### src/sv/sync_crc8_frame_receiver_core_defines.svh
// assertion helpers used by the framer
`ifndef SYNC_CRC8_FRAME_RECEIVER_CORE_DEFINES_SVH
`define SYNC_CRC8_FRAME_RECEIVER_CORE_DEFINES_SVH

`ifndef SYNTHESIS

// same-cycle implication, checked outside reset
`define SCFR_ASSERT_IMP(lbl, pre, post) \
    lbl: assert property (@(posedge aclk) disable iff (!aresetn) (pre) |-> (post)) \
        else $error("scfr assertion failed");

// next-cycle implication, checked outside reset
`define SCFR_ASSERT_NXT(lbl, pre, post) \
    lbl: assert property (@(posedge aclk) disable iff (!aresetn) (pre) |=> (post)) \
        else $error("scfr assertion failed");

`else

`define SCFR_ASSERT_IMP(lbl, pre, post)
`define SCFR_ASSERT_NXT(lbl, pre, post)

`endif

`endif

### src/sv/scfr_pkg.sv
package scfr_pkg;

    // sync word after reset, first byte in the top eight bits
    localparam logic [31:0] SYNC_WORD_RESET = 32'h8025_232E;

    // crc-8 generator polynomial, msb first
    localparam logic [7:0] CRC_POLY = 8'h07;

    // ring slots
    localparam int SLOT_COUNT = 16;
    localparam int SLOT_W = (SLOT_COUNT > 2) ? $clog2(SLOT_COUNT) : 1;
    typedef logic [SLOT_W-1:0] slot_t;
    localparam slot_t SLOT_LAST = SLOT_W'(SLOT_COUNT - 1);

    // queue between hunter and framer
    localparam int QUEUE_DEPTH = 2;
    localparam int QPTR_W = $clog2(QUEUE_DEPTH);
    localparam int QCNT_W = $clog2(QUEUE_DEPTH + 1);
    typedef logic [QPTR_W-1:0] qptr_t;
    typedef logic [QCNT_W-1:0] qcnt_t;
    localparam qptr_t QPTR_LAST = QPTR_W'(QUEUE_DEPTH - 1);
    localparam qcnt_t QCNT_FULL = QCNT_W'(QUEUE_DEPTH);

    // frame phase
    typedef enum logic [1:0] {
        PH_IDLE  = 2'd0,
        PH_CHECK = 2'd1,
        PH_LEN   = 2'd2,
        PH_DATA  = 2'd3
    } phase_t;

    // input word
    typedef struct packed {
        logic [7:0] rx_byte;
        logic       sink_accepts;
    } s_word_t;

    // result word
    typedef struct packed {
        logic [3:0] slot;
        logic [7:0] offset;
        logic [7:0] data;
        logic       last;
        logic       crc_ok;
        logic       handed_off;
    } m_word_t;

    // classified word held in the queue
    typedef struct packed {
        logic       restart;
        logic [7:0] rx_byte;
        logic       sink_accepts;
    } q_word_t;

    // crc-8 over one byte, bitwise msb first
    function automatic logic [7:0] crc8_update(input logic [7:0] crc, input logic [7:0] b);
        logic [7:0] c;
        c = crc ^ b;
        for (int i = 0; i < 8; i++) begin
            if (c[7]) begin
                c = {c[6:0], 1'b0} ^ CRC_POLY;
            end else begin
                c = {c[6:0], 1'b0};
            end
        end
        return c;
    endfunction

endpackage

### src/sv/sync_crc8_frame_receiver_core.sv
// a data byte accepted at the input is registered in the queue and then in the output register before m_valid shows it
// throughput: one byte per cycle while the output is not stalled, set by the combinational crc-8 update in the framer
// a two-word queue between sync hunter and framer absorbs output stalls
// reset (aresetn low, synchronous): sync word 0x8025232E, slot 0, first byte is a check byte
// no clearing pass, the block is ready as soon as reset is released
module sync_crc8_frame_receiver_core (
    input  logic              aclk,
    input  logic              aresetn,
    input  logic              cfg_we,
    input  logic [31:0]       cfg_wdata,
    input  logic              s_valid,
    output logic              s_ready,
    input  scfr_pkg::s_word_t s_data,
    output logic              m_valid,
    input  logic              m_ready,
    output scfr_pkg::m_word_t m_data
);

    logic              push;
    logic              q_in_ready;
    scfr_pkg::q_word_t q_in_data;
    logic              q_out_valid;
    logic              pop;
    scfr_pkg::q_word_t q_out_data;

    // sync hunting and word classification
    scfr_hunter u_hunter (
        .aclk      (aclk),
        .aresetn   (aresetn),
        .cfg_we    (cfg_we),
        .cfg_wdata (cfg_wdata),
        .s_valid   (s_valid),
        .s_ready   (s_ready),
        .s_data    (s_data),
        .q_push    (push),
        .q_ready   (q_in_ready),
        .q_data    (q_in_data)
    );

    // decoupling queue
    scfr_queue u_queue (
        .aclk      (aclk),
        .aresetn   (aresetn),
        .push      (push),
        .in_ready  (q_in_ready),
        .in_data   (q_in_data),
        .out_valid (q_out_valid),
        .pop       (pop),
        .out_data  (q_out_data)
    );

    // framing, crc check and result register
    scfr_framer u_framer (
        .aclk    (aclk),
        .aresetn (aresetn),
        .q_valid (q_out_valid),
        .q_pop   (pop),
        .q_data  (q_out_data),
        .m_valid (m_valid),
        .m_ready (m_ready),
        .m_data  (m_data)
    );

endmodule

### src/sv/scfr_hunter.sv
module scfr_hunter (
    input  logic              aclk,
    input  logic              aresetn,
    input  logic              cfg_we,
    input  logic [31:0]       cfg_wdata,
    input  logic              s_valid,
    output logic              s_ready,
    input  scfr_pkg::s_word_t s_data,
    output logic              q_push,
    input  logic              q_ready,
    output scfr_pkg::q_word_t q_data
);

    logic [31:0] sync_word_reg;
    logic [1:0]  matched_reg;
    logic [1:0]  matched_next;
    logic [7:0]  expect_byte;
    logic [7:0]  first_byte;
    logic [2:0]  count;

    // sync byte expected after the bytes matched so far
    always_comb begin
        case (matched_reg)
            2'd0:    expect_byte = sync_word_reg[31:24];
            2'd1:    expect_byte = sync_word_reg[23:16];
            2'd2:    expect_byte = sync_word_reg[15:8];
            2'd3:    expect_byte = sync_word_reg[7:0];
            default: expect_byte = sync_word_reg[31:24];
        endcase
    end

    assign first_byte = sync_word_reg[31:24];

    // match count with restart on the first sync byte
    always_comb begin
        if (s_data.rx_byte == expect_byte) begin
            count = {1'b0, matched_reg} + 3'd1;
        end else if (s_data.rx_byte == first_byte) begin
            count = 3'd1;
        end else begin
            count = 3'd0;
        end
        matched_next = count[1:0];
    end

    // classify and hand on
    assign s_ready              = q_ready;
    assign q_push               = s_valid && q_ready;
    assign q_data.restart       = count[2];
    assign q_data.rx_byte       = s_data.rx_byte;
    assign q_data.sink_accepts  = s_data.sink_accepts;

    // sync word register and match counter
    always_ff @(posedge aclk) begin
        if (!aresetn) begin
            sync_word_reg <= scfr_pkg::SYNC_WORD_RESET;
            matched_reg   <= 2'd0;
        end else begin
            if (cfg_we) begin
                sync_word_reg <= cfg_wdata;
            end
            if (q_push) begin
                matched_reg <= matched_next;
            end
        end
    end

endmodule

### src/sv/scfr_queue.sv
module scfr_queue (
    input  logic              aclk,
    input  logic              aresetn,
    input  logic              push,
    output logic              in_ready,
    input  scfr_pkg::q_word_t in_data,
    output logic              out_valid,
    input  logic              pop,
    output scfr_pkg::q_word_t out_data
);

    scfr_pkg::q_word_t mem_reg [scfr_pkg::QUEUE_DEPTH];
    scfr_pkg::qptr_t   wr_ptr_reg;
    scfr_pkg::qptr_t   rd_ptr_reg;
    scfr_pkg::qcnt_t   cnt_reg;
    scfr_pkg::qcnt_t   cnt_next;

    assign in_ready  = (cnt_reg != scfr_pkg::QCNT_FULL);
    assign out_valid = (cnt_reg != '0);
    assign out_data  = mem_reg[rd_ptr_reg];

    // occupancy
    always_comb begin
        cnt_next = cnt_reg;
        if (push && !pop) begin
            cnt_next = cnt_reg + 1'b1;
        end else if (pop && !push) begin
            cnt_next = cnt_reg - 1'b1;
        end
    end

    // storage, no reset
    always_ff @(posedge aclk) begin
        if (push) begin
            mem_reg[wr_ptr_reg] <= in_data;
        end
    end

    // pointers and count
    always_ff @(posedge aclk) begin
        if (!aresetn) begin
            wr_ptr_reg <= '0;
            rd_ptr_reg <= '0;
            cnt_reg    <= '0;
        end else begin
            cnt_reg <= cnt_next;
            if (push) begin
                wr_ptr_reg <= (wr_ptr_reg == scfr_pkg::QPTR_LAST) ? '0 : wr_ptr_reg + 1'b1;
            end
            if (pop) begin
                rd_ptr_reg <= (rd_ptr_reg == scfr_pkg::QPTR_LAST) ? '0 : rd_ptr_reg + 1'b1;
            end
        end
    end

endmodule

### src/sv/scfr_framer.sv
`include "sync_crc8_frame_receiver_core_defines.svh"

module scfr_framer (
    input  logic              aclk,
    input  logic              aresetn,
    input  logic              q_valid,
    output logic              q_pop,
    input  scfr_pkg::q_word_t q_data,
    output logic              m_valid,
    input  logic              m_ready,
    output scfr_pkg::m_word_t m_data
);

    scfr_pkg::phase_t  phase_reg;
    scfr_pkg::phase_t  phase_next;
    logic [7:0]        crc_reg;
    logic [7:0]        crc_next;
    logic [7:0]        check_reg;
    logic [7:0]        check_next;
    logic [7:0]        len_reg;
    logic [7:0]        len_next;
    logic [7:0]        pos_reg;
    logic [7:0]        pos_next;
    scfr_pkg::slot_t   slot_reg;
    scfr_pkg::slot_t   slot_next;
    logic              m_valid_reg;
    logic              m_valid_next;
    scfr_pkg::m_word_t m_data_reg;
    scfr_pkg::m_word_t m_data_next;
    logic [7:0]        crc_upd;
    logic [7:0]        slot_wide;
    logic              emit;
    logic              is_last;
    logic              ok;
    logic              hand;

    // take a word when the output register is free or draining
    assign q_pop     = q_valid && (!m_valid_reg || m_ready);
    assign crc_upd   = scfr_pkg::crc8_update(crc_reg, q_data.rx_byte);
    assign is_last   = (pos_reg == len_reg);
    assign ok        = (crc_upd == check_reg);
    assign hand      = ok && q_data.sink_accepts;
    assign slot_wide = 8'(slot_reg);

    // frame sequencing and result build
    always_comb begin
        phase_next  = phase_reg;
        crc_next    = crc_reg;
        check_next  = check_reg;
        len_next    = len_reg;
        pos_next    = pos_reg;
        slot_next   = slot_reg;
        emit        = 1'b0;
        m_data_next = m_data_reg;
        if (q_pop) begin
            if (q_data.restart) begin
                phase_next = scfr_pkg::PH_CHECK;
            end else begin
                case (phase_reg)
                    scfr_pkg::PH_CHECK: begin
                        crc_next   = 8'd0;
                        check_next = q_data.rx_byte;
                        phase_next = scfr_pkg::PH_LEN;
                    end
                    scfr_pkg::PH_LEN: begin
                        crc_next   = crc_upd;
                        len_next   = q_data.rx_byte;
                        pos_next   = 8'd0;
                        phase_next = scfr_pkg::PH_DATA;
                    end
                    scfr_pkg::PH_DATA: begin
                        crc_next               = crc_upd;
                        pos_next               = pos_reg + 8'd1;
                        emit                   = 1'b1;
                        m_data_next.slot       = slot_wide[3:0];
                        m_data_next.offset     = pos_reg;
                        m_data_next.data       = q_data.rx_byte;
                        m_data_next.last       = is_last;
                        m_data_next.crc_ok     = is_last && ok;
                        m_data_next.handed_off = is_last && hand;
                        if (is_last) begin
                            phase_next = scfr_pkg::PH_IDLE;
                            if (hand) begin
                                slot_next = (slot_reg == scfr_pkg::SLOT_LAST) ?
                                            '0 : slot_reg + 1'b1;
                            end
                        end
                    end
                    default: begin
                        phase_next = phase_reg;
                    end
                endcase
            end
        end
    end

    // output register valid
    always_comb begin
        if (emit) begin
            m_valid_next = 1'b1;
        end else if (m_ready) begin
            m_valid_next = 1'b0;
        end else begin
            m_valid_next = m_valid_reg;
        end
    end

    assign m_valid = m_valid_reg;
    assign m_data  = m_data_reg;

    // control state
    always_ff @(posedge aclk) begin
        if (!aresetn) begin
            phase_reg   <= scfr_pkg::PH_CHECK;
            crc_reg     <= 8'd0;
            slot_reg    <= '0;
            m_valid_reg <= 1'b0;
        end else begin
            phase_reg   <= phase_next;
            crc_reg     <= crc_next;
            slot_reg    <= slot_next;
            m_valid_reg <= m_valid_next;
        end
    end

    // frame fields and result payload
    always_ff @(posedge aclk) begin
        check_reg  <= check_next;
        len_reg    <= len_next;
        pos_reg    <= pos_next;
        m_data_reg <= m_data_next;
    end

    // sync restart always reopens the frame
    `SCFR_ASSERT_NXT(a_restart_check, q_pop && q_data.restart, phase_reg == scfr_pkg::PH_CHECK)
    // final payload byte closes the frame
    `SCFR_ASSERT_NXT(a_last_idle, emit && is_last, phase_reg == scfr_pkg::PH_IDLE)
    // a stalled result blocks the queue
    `SCFR_ASSERT_IMP(a_stall_no_pop, m_valid_reg && !m_ready, !q_pop)

endmodule
### config.mk
export PLATFORM = sky130hd
export DESIGN_NAME = sync_crc8_frame_receiver_core
export DESIGN_NICKNAME = d
export VERILOG_FILES = /design/src/sv/scfr_pkg.sv /design/src/sv/sync_crc8_frame_receiver_core.sv /design/src/sv/scfr_hunter.sv /design/src/sv/scfr_queue.sv /design/src/sv/scfr_framer.sv
export VERILOG_INCLUDE_DIRS = /design/src /design/src/sv
export SDC_FILE = /design/constraint.sdc
export NUM_CORES = 1
export LEC_CHECK = 0
export BUFFER_PORTS_ARGS = -buffer_cell sky130_fd_sc_hd__buf_4
export CAP_MARGIN = 40
export CORE_MARGIN = 1.5
export CORE_UTILIZATION = 52
export CTS_CLUSTER_SIZE = 10
export DETAILED_ROUTE_END_ITERATION = 10
export HOLD_SLACK_MARGIN = 0.15
export PLACE_DENSITY = 0.86
export SLEW_MARGIN = 15
export SYNTH_ARGS = -nofsm -noshare
export SYNTH_HDL_FRONTEND = slang
export SYNTH_SLANG_ARGS = --single-unit
### constraint.sdc
create_clock -name aclk -period 2.43 [get_ports aclk]
set_clock_uncertainty 0.05 [all_clocks]
set_input_delay 0.3645 -clock aclk [delete_from_list [all_inputs] [get_ports aclk]]
set_output_delay 0.3645 -clock aclk [all_outputs]
set_load 0.01 [all_outputs]
==> flow_summary.toml, run 1 <==
[run_status]
outcome = "finished with violations"
violations = "setup timing"

[power_and_ir_drop]
pwr-share-comb_pct = 35.1
seq_power_share_pct = 32.8
p_sw_mw = 2.60
power.leakage_nw = 3.21
powerDensity_nw_per_um2 = 1040
ir_drop_v = 0.000666
power.total_mw = 8.24
swShare_pct = 31.6
p_int_mw = 5.64
power_frac_clock_pct = 32.1

[logic_synthesis]
synthArstFlopShare_pct = 0
yosys_register_bits = 121
yosysTopAreaCell = "edfxtp_1"
synth-main-ff-cell = "edfxtp_1"
avgSynthCellArea_sq_um = 12.2
yosysSeqAreaShare_pct = 55.2
synth-edff-count = 67
netlist_instances = 458
synth_cell_types = 47
yosysMostFrequentCell = "edfxtp_1"
yosysTopAreaCellShare_pct = 35.9
synth_area_sq_um = 5610
synth.area.top_cells = "edfxtp_1, dfxtp_1, mux2i_1"
synth_warnings = 0
synth_nets = 516
synthTopCellsByCount = "edfxtp_1, dfxtp_1, mux2i_1"

[run]
cap_violations = 0

[routing]
drt_iter0_drc = 277
routedWlPerCell_um = 20.3
dr.pass1.iters = 6
drt-total-wl_mm = 15.8
num_vias = 4362
postRouteAntennaNets = 0
vias_per_cell = 5.59
drc = 0

[sta]
drv_slew = 0
hold_violations = 0
rsz0062_at_grt = "yes"
setup_viol = 6
relSlewSlack_pct = 63.6
setup_ws_ns = -0.224
max_clock_freq_mhz = 377
tightest_slew_ns = 0.546
final.min_clock_period_ns = 2.65
layout_worst_path_cycle_share_pct = 109

[global_routing]
grt_usage_pct = 28.4
grt_pass1_wl_mm = 24.3
grt_pass1_vias = 4814
grt_max_degree = 34
antenna_found_initial = 0
grt-ovfl-total = 0

[cts]
clock_latency_ns = 0.52
path_clk_slew_ns = 0.06
htreeDepth = 4
tritoncts = "built"
clock-root-buffer = "clkbuf_8"
clockBufferDepth = 2
cts.sinks = 121
numCtsBuffers = 17

[worst_setup_path]
path_class = "flop to flop"
cp_cell_sequence = "buf_12, mux2i_4, xnor2_2, nor3_1, o21ai_0, mux4_2, buf_4, buf_4, nor3_1"
path_max_fanout = 7
cp-end-kind = "flop"
critPathLaunchType = "flop"
max_stage_delay_ns = 0.58
cp.arrival_ns = 2.95
slowest_stage = "mux4_2"
crit_family = "multiplexers"
path_buf_inv = 3
required_ns = 2.73

[place]
dp.cells = 687
dp_hpwl_mm = 8.67
gp_congestion = 0.872
place_ws_ns = -0.134
port_buffers = 70

[floorplanning]
num_io_pins = 71
core-area_sq_um = 10400
initial_utilization_pct = 54.1
die_w_um = 107
die_area_sq_um = 11400
die_h_um = 107
rows = 37

[finish]
final_nets = 689
synthToLayoutAreaGrowth_pct = 41.5
drive_above_1_share_pct = 29.0
fillCellCount = 599
largest_register_ff_count = 32
finalNonFillerCells = 780
diodes = 0

[min_path]
hp-class = "primary input to flop"
[metrics by stage]
step | instance area, sq um | utilization (%) | setup TNS, ns | hold slack (ns)
after floorplan | 5650 | - | -0.0739 | 0.376
after global placement | 6560 | 63.3 | -0.0652 | 0.401
after detailed placement | 6570 | 63.3 | -0.493 | 0.413
after CTS | 7790 | 75.2 | -0.860 | 0.181
after global routing | 7930 | 76.5 | -1.94 | 0.223
final | 7930 | 76.5 | -1.09 | 0.215
[power by group through the flow]
| stage | Clock (mW) | Sequential [mW] | Combinational [mW] |
|---|---|---|---|
| floorplan | 0 | 2.70 | 1.69 |
| global placement | 0 | 2.71 | 2.43 |
| detailed placement | 0 | 2.72 | 2.53 |
| CTS | 2.64 | 2.69 | 2.76 |
| global route | 2.76 | 2.72 | 3.08 |
| finish | 2.65 | 2.70 | 2.89 |
[placed cells by master (no fill, tap or decap), types with 6 or more instances in the layout]
| cell | synthesis | routed |
|---|---|---|
| buf_4 | 0 | 113 |
| edfxtp_1 | 67 | 67 |
| dlygate4sd3_1 | 0 | 54 |
| dfxtp_1 | 54 | 51 |
| nor2_1 | 46 | 45 |
| mux2i_1 | 47 | 44 |
| xnor2_1 | 40 | 37 |
| inv_1 | 24 | 23 |
| nand2_1 | 16 | 16 |
| clkbuf_16 | 0 | 16 |
| xor2_1 | 18 | 15 |
| and2_1 | 12 | 12 |
| o21ai_0 | 13 | 10 |
| a21oi_1 | 12 | 9 |
| ha_1 | 12 | 9 |
| nor3_1 | 10 | 8 |
| a222oi_1 | 8 | 8 |
| and3_1 | 6 | 6 |
[cells by family (layout without fill, tap and decap cells)]
family	count (synthesis)	in the layout	synth area share, %
AOI/OAI and AO/OA	47	47	5.76
DFF	121	121	55.2
xor gates and xnor gates	67	67	12.7
adders and majority gates	12	12	2.68
muxes	53	53	10.6
buffers and inverters	40	226	2.81
and+or+nand+nor	118	118	10.3
[per-layer routing]
layer  vias up  share of wire (%)  global-route usage (%)
met3        54                5.3                    6.44
met4         0                3.8                    16.0
met2       219                 55                    54.0
met1      2116                 36                    28.1
met5         -                  0                       0
li1       1973                  -                       -
[tightest hold or removal path: stages]
cell and delay [ns]:
buf_4 0.09, nand2_1 0.12, nand2_1 0.11, a21oi_1 0.06
[repair_timing]
item                       4_1_cts  5_1_grt
gates resized for setup         10       26
pin swaps                        3       11
setup endpoints to repair        6       17
hold endpoints to repair        54        0
hold buffers                    54        0
buffers inserted                 2        5
[cell type report]
cell class | count | area (sq um) | area share [%]
Sequential cell | 121 | 3100 | 39.1
Tap cell | 136 | 170 | 2.15
Timing Repair Buffer | 170 | 1430 | 18.0
Inverter | 24 | 90.1 | 1.14
Multi-Input combinational cell | 297 | 2530 | 31.9
Clock buffer | 19 | 422 | 5.32
Clock inverter | 13 | 193 | 2.43
[path summary, 6_finish.rpt]
check / startpoint / to / slack (ns) / depth (start not counted)
worst max-delay path: flop / u_framer.m_data[0] / -0.22 / 9
worst min-delay path: s_valid / u_hunter.matched_reg[0] / 0.21 / 4
worst min register to register: u_framer.slot_reg[3] / u_framer.m_data[22] / 0.48 / 0
worst max register to register: flop / u_framer.m_data[0] / -0.22 / 9
Note: power is estimated with default switching activity, not from simulation.
==> run 2, diff against run 1 <==
- ABC_AREA: unset -> 1
- CORE_UTILIZATION: 52 -> 53
- PLACE_DENSITY: 0.86 -> 0.87
==> run 2 against run 1 <==
Net effect:
- the flow now finishes without violations
- hold slack worse by 0.055 ns
- highest routed layer unchanged
- critical path type unchanged
- sequential share of layout area is 0.37 points higher
- worst setup slack gained 0.29 ns
- final cell count increased by 22%
- die area increased by 2.7%
- via count is 20% higher
- global-route usage is 1.3 points lower
- synthesized area is 4.7% higher
==> flow_summary.toml, run 2 <==
[sta]
max_clock_freq_mhz = 423
rsz0062_at_grt = "yes"
drv_slew = 0
hold_violations = 0
tightest_slew_ns = 0.512
final.min_clock_period_ns = 2.36
relSlewSlack_pct = 65.6
setup_viol = 0
layout_worst_path_cycle_share_pct = 97.3
finalSetupTns_ns = 0

[min_path]
worstHoldPathCells = 2
hp-class = "primary input to flop"

[finish]
layout_common_cells = "nand2_1, buf_4, nor2_1"
fillCellCount = 675
synthToLayoutAreaGrowth_pct = 33.7
largest_register_ff_count = 32
drive_above_1_share_pct = 25.9
final_nets = 855
final_common_cell = "nand2_1"
design_area_sq_um = 7850
postLayoutCoreUtil_pct = 72.4
diodes = 0

[logic_synthesis]
yosysSeqAreaShare_pct = 52.7
yosys_register_bits = 121
synth-main-ff-cell = "edfxtp_1"
synth_warnings = 0
synth_nets = 715
synthArstFlopShare_pct = 0
synthTopCellsByCount = "nand2_1, nor2_1, edfxtp_1"
yosysTopAreaCellShare_pct = 34.3
avgSynthCellArea_sq_um = 8.94
synth-edff-count = 67
netlist_instances = 657
synth_area_sq_um = 5870
yosysMostFrequentCell = "nand2_1"
synth.area.top_cells = "edfxtp_1, dfxtp_1, nand2_1"
yosysTopAreaCell = "edfxtp_1"
synth_cell_types = 39

[cts]
clockBufferDepth = 2
path_clk_slew_ns = 0.06
clock-root-buffer = "clkbuf_8"
tritoncts = "built"
numCtsBuffers = 17
clock_latency_ns = 0.52
cts.sinks = 121
htreeDepth = 4

[routing]
drc = 0
postRouteAntennaNets = 0
routedWlPerCell_um = 16.5
vias_per_cell = 5.52
num_vias = 5247
dr.pass1.iters = 5
drt_iter0_drc = 348
drt-total-wl_mm = 15.7

[floorplanning]
die_w_um = 108
rows = 38
die_h_um = 108
num_io_pins = 71
die_area_sq_um = 11700
core-area_sq_um = 10800
initial_utilization_pct = 54.2

[global_routing]
grt-ovfl-total = 0
grt_max_degree = 43
grt_usage_pct = 27.1
antenna_found_initial = 0
grt_pass1_vias = 5242
grt_pass1_wl_mm = 24.2

[worst_setup_path]
cp-end-kind = "flop"
path_common_cell = "nand2_2"
r2r_cells = 19
critPathLaunchType = "flop"
cp_cell_sequence = "inv_4, buf_8, nand2_1, nand3_1, nand2_2, inv_2, nand2_2, nand2_2, nand2_1, nand2_2, nand2_1, nand3_2, nand2_2, nor2_4, nand3_2, nor2_4, nand3_1, nand2_1, nor2_1"
path_max_fanout = 6
required_ns = 2.80
cp.arrival_ns = 2.73
path_class = "flop to flop"
slowest_stage = "dfxtp_4"
max_stage_delay_ns = 0.37

[power_and_ir_drop]
power.leakage_nw = 3.31
p_int_mw = 5.40
swShare_pct = 36.3
ir_drop_v = 0.000494
power_frac_clock_pct = 30.2
p_sw_mw = 3.08
seq_power_share_pct = 32.5
pwr-share-comb_pct = 37.3
powerDensity_nw_per_um2 = 1080

[place]
place_area_sq_um = 6600
port_buffers = 70
gp_congestion = 0.932
dp_hpwl_mm = 9.57

[run_status]
outcome = "finished, final reports clean"

[run]
cap_violations = 0
==> run 2: changes by cell type after synthesis, sizes merged, moves of 8 or more <==
cell | before | now
nor2 | 46 | 79
a21oi | 12 | 36
mux2i | 51 | 0
xnor2 | 43 | 7
o21ai | 13 | 40
a222oi | 8 | 0
nand3 | 5 | 67
xor2 | 19 | 11
inv | 24 | 57
nand2 | 16 | 179
and2 | 12 | 0
==> run 2: through the flow <==
| stage | hold WS (ns) | setup slack, ns | cells | power, mW |
|---|---|---|---|---|
| CTS | 0.152 | 0.0361 | 938 | 8.18 |
| global placement | 0.385 | 0.141 | 863 | 5.36 |
| floorplan | 0.375 | 0.147 | 657 | 4.81 |
| finish | 0.160 | 0.0659 | 950 | 8.48 |
| global route | 0.181 | -0.0599 | 950 | 8.88 |
| detailed placement | 0.396 | -0.0271 | 863 | 5.53 |
==> run 2: cell families after synthesis <==
logic type,count (synthesis),synth area share [%]
AND/OR/NAND/NOR,349,29.4
flip-flops,121,52.7
AO/OA/AOI/OAI,80,6.99
buffers and inverters,76,5.20
XOR/XNOR,19,3.20
adder cells (fa/ha/maj),12,2.56
==> run 2: cell type report <==
cell class	instances	area [sq um]	area share [%]
Clock inverter	4	46.3	0.590
Sequential cell	121	3100	39.5
Inverter	58	220	2.81
Multi-Input combinational cell	460	2560	32.6
Tap cell	140	175	2.23
Clock buffer	28	571	7.27
Timing Repair Buffer	139	1180	15.0
==> run 2: worst paths after layout <==
check | from | endpoint | slack [ns]
setup / recovery | flop | u_framer.slot_reg[2] | 0.07
hold / removal | aresetn | u_framer.phase_reg[0] | 0.16
setup reg to reg | flop | u_framer.slot_reg[2] | 0.07
hold reg to reg | u_hunter.sync_word_reg[5] | u_hunter.sync_word_reg[5] | 0.41
==> run 2: power by group through the flow <==
stage | Sequential, mW | Clock [mW] | Combinational, mW
5_1_grt | 2.78 | 2.66 | 3.43
6_report | 2.75 | 2.56 | 3.16
2_1_floorplan | 2.75 | 0 | 2.06
3_3_place_gp | 2.75 | 0 | 2.61
3_5_place_dp | 2.77 | 0 | 2.76
4_1_cts | 2.74 | 2.57 | 2.88
==> run 2: what timing repair did <==
action | in CTS | in global routing
hold buffers | 43 | 0
pin swaps | 0 | 8
resized for setup | 2 | 27
hold endpoints to repair | 52 | 0
setup endpoints to repair | 1 | 7
setup buffers | 0 | 12
==> run 2: per-layer routing <==
| metal | track usage, % | vias to the layer above | part of all wire [%] |
|---|---|---|---|
| met5 | 0 | - | 0 |
| li1 | - | 2465 | - |
| met2 | 50.0 | 290 | 53 |
| met3 | 6.99 | 63 | 7.8 |
| met4 | 13.4 | 0 | 4.1 |
| met1 | 28.3 | 2429 | 35 |
==> run 2: critical path: cells and delay by family (launching register included) <==
family | cells | cell delay, ns
buffers and inverters | 3 | 0.31
DFF | 1 | 0.37
and+or+nand+nor | 16 | 1.52
==> run 3, diff against run 2 <==
- ABC_AREA: 1 -> unset
- CORE_UTILIZATION: 53 -> 52
- PLACE_DENSITY: 0.87 -> 0.86
- SLEW_MARGIN: 15 -> unset
==> run 3 against run 2 <==
Net effect:
- the run now ends with setup timing left
- combinational power is 4% higher
- critical path depth is 11 lower
- via count fell by 16%
- global-route usage rose by 0.43 points
- critical path type unchanged
- highest routed layer unchanged
==> flow_summary.toml, run 3 (synthesis gave the netlist of run 1 again) <==
[cts]
numCtsBuffers = 17
clockBufferDepth = 2
cts.sinks = 121
clock_latency_ns = 0.53
clock-root-buffer = "clkbuf_8"
tritoncts = "built"
htreeDepth = 4
path_clk_slew_ns = 0.06

[floorplanning]
num_io_pins = 71
core-area_sq_um = 10400
initial_utilization_pct = 54.1
die_area_sq_um = 11400
die_w_um = 107
rows = 37
die_h_um = 107

[power_and_ir_drop]
power_frac_clock_pct = 30.4
swShare_pct = 31.8
pwr-share-comb_pct = 38.1
seq_power_share_pct = 31.4
power.leakage_nw = 3.32
p_sw_mw = 2.75
p_int_mw = 5.89
powerDensity_nw_per_um2 = 1060
ir_drop_v = 0.000620

[sta]
hold_violations = 0
relSlewSlack_pct = 64.3
setup_ws_ns = -0.267
rsz0062_at_grt = "yes"
layout_worst_path_cycle_share_pct = 111
tightest_slew_ns = 0.536
max_clock_freq_mhz = 371
setup_viol = 7
final.min_clock_period_ns = 2.70
drv_slew = 0

[routing]
drt-total-wl_mm = 15.8
postRouteAntennaNets = 0
drc = 0
vias_per_cell = 5.58
drt_iter0_drc = 278
routedWlPerCell_um = 20.0
dr.pass1.iters = 5
num_vias = 4393

[worst_setup_path]
cp.arrival_ns = 3.09
path_max_fanout = 8
required_ns = 2.82
cp-end-kind = "flop"
path_class = "flop to flop"
critPathLaunchType = "flop"

[finish]
design_area_sq_um = 8160
synthToLayoutAreaGrowth_pct = 45.6
largest_register_ff_count = 32
finalNonFillerCells = 787
layout_common_cells = "buf_4, edfxtp_1, dlygate4sd3_1"
final_common_cell = "buf_4"
fillCellCount = 568
final_nets = 696
diodes = 0
drive_above_1_share_pct = 32.1

[global_routing]
grt-ovfl-total = 0
use_met1_pct = 26.8
use_met3_pct = 6.93
grt-busiest-layer = "met2"
grt_usage_pct = 27.5
grt_util_met2_pct = 52.8
antenna_found_initial = 0
grt_max_degree = 34
grt_pass1_vias = 4690
grt_pass1_wl_mm = 23.2

[place]
dp_hpwl_mm = 8.72
dp.cells = 687
place_area_sq_um = 6570
port_buffers = 70
gp_congestion = 0.872

[run]
cap_violations = 0

[min_path]
hp-class = "primary input to flop"

[run_status]
outcome = "finished with violations"
violations = "setup timing"
-- run 3: cell count changes in the layout (fill, tap and decap cells not counted), moves of 27 or more --
| cell | previous run | this run |
|---|---|---|
| nand2_2 | 38 | 0 |
| nand3_1 | 62 | 5 |
| mux2i_1 | 0 | 43 |
| inv_1 | 54 | 24 |
| nor2_1 | 73 | 44 |
| o21ai_0 | 36 | 9 |
| nand2_1 | 124 | 16 |
-- run 3: power groups by stage --
stage | clock (mW) | sequential, mW | combinational [mW]
after floorplan | 0 | 2.70 | 1.69
after global placement | 0 | 2.71 | 2.43
after detailed placement | 0 | 2.72 | 2.54
after CTS | 2.63 | 2.69 | 2.77
after global routing | 2.73 | 2.74 | 3.52
final | 2.63 | 2.72 | 3.29
-- run 3: layout make-up --
class	instances	area [sq um]	share of cell area, %
Clock buffer	18	418	5.12
Clock inverter	14	195	2.39
Inverter	24	90.1	1.10
Multi-Input combinational cell	297	2680	32.8
Sequential cell	121	3100	38.0
Tap cell	136	170	2.09
Timing Repair Buffer	177	1510	18.5
-- run 3: stage by stage --
stage                     worst slack, ns  power [mW]  hold slack (ns)  setup TNS, ns  util (%)
after CTS                         -0.0995        8.10            0.164         -0.336      75.5
final                              -0.267        8.64            0.191          -1.15      78.7
after floorplan                   -0.0739        4.39            0.376        -0.0739         -
after global routing               -0.308        8.98            0.190          -1.71      78.7
after global placement            -0.0282        5.13            0.401        -0.0652      63.3
after detailed placement           -0.134        5.25            0.415         -0.491      63.3
-- run 3: worst paths after layout --
path                            slack [ns]  cells after the start               start                      end
worst max-delay path                 -0.27                      8                flop     u_framer.slot_reg[0]
worst min-delay path                  0.19                      4             s_valid  u_hunter.matched_reg[0]
worst max register to register       -0.27                      8                flop     u_framer.slot_reg[0]
worst min register to register        0.46                      2  u_queue.rd_ptr_reg       u_queue.rd_ptr_reg
-- run 3: layer usage --
metal / share of wire, % / vias up / wire [um]
li1: - / 1987 / -
met1: 35 / 2168 / 5480
met2: 57 / 188 / 8940
met3: 4.7 / 50 / 742
met4: 3.7 / 0 / 584
met5: 0 / - / 0
-- run 3: repair_timing --
item | in CTS | in global routing
endpoints found under the setup margin | 5 | 13
hold endpoints to repair | 54 | 0
buffers inserted | 4 | 10
resized for setup | 14 | 42
gates cloned | 0 | 0
hold buffers | 54 | 0
pin swaps | 6 | 14
-- run 3: worst max-delay path, stage by stage, from the launching register on --
cell	delay (ns)
dfxtp_4	0.37
buf_12	0.15
mux2i_4	0.40
xnor2_4	0.18
nor3_2	0.22
o21ai_1	0.09
mux4_2	0.56
or4_1	0.42
a21oi_1	0.16
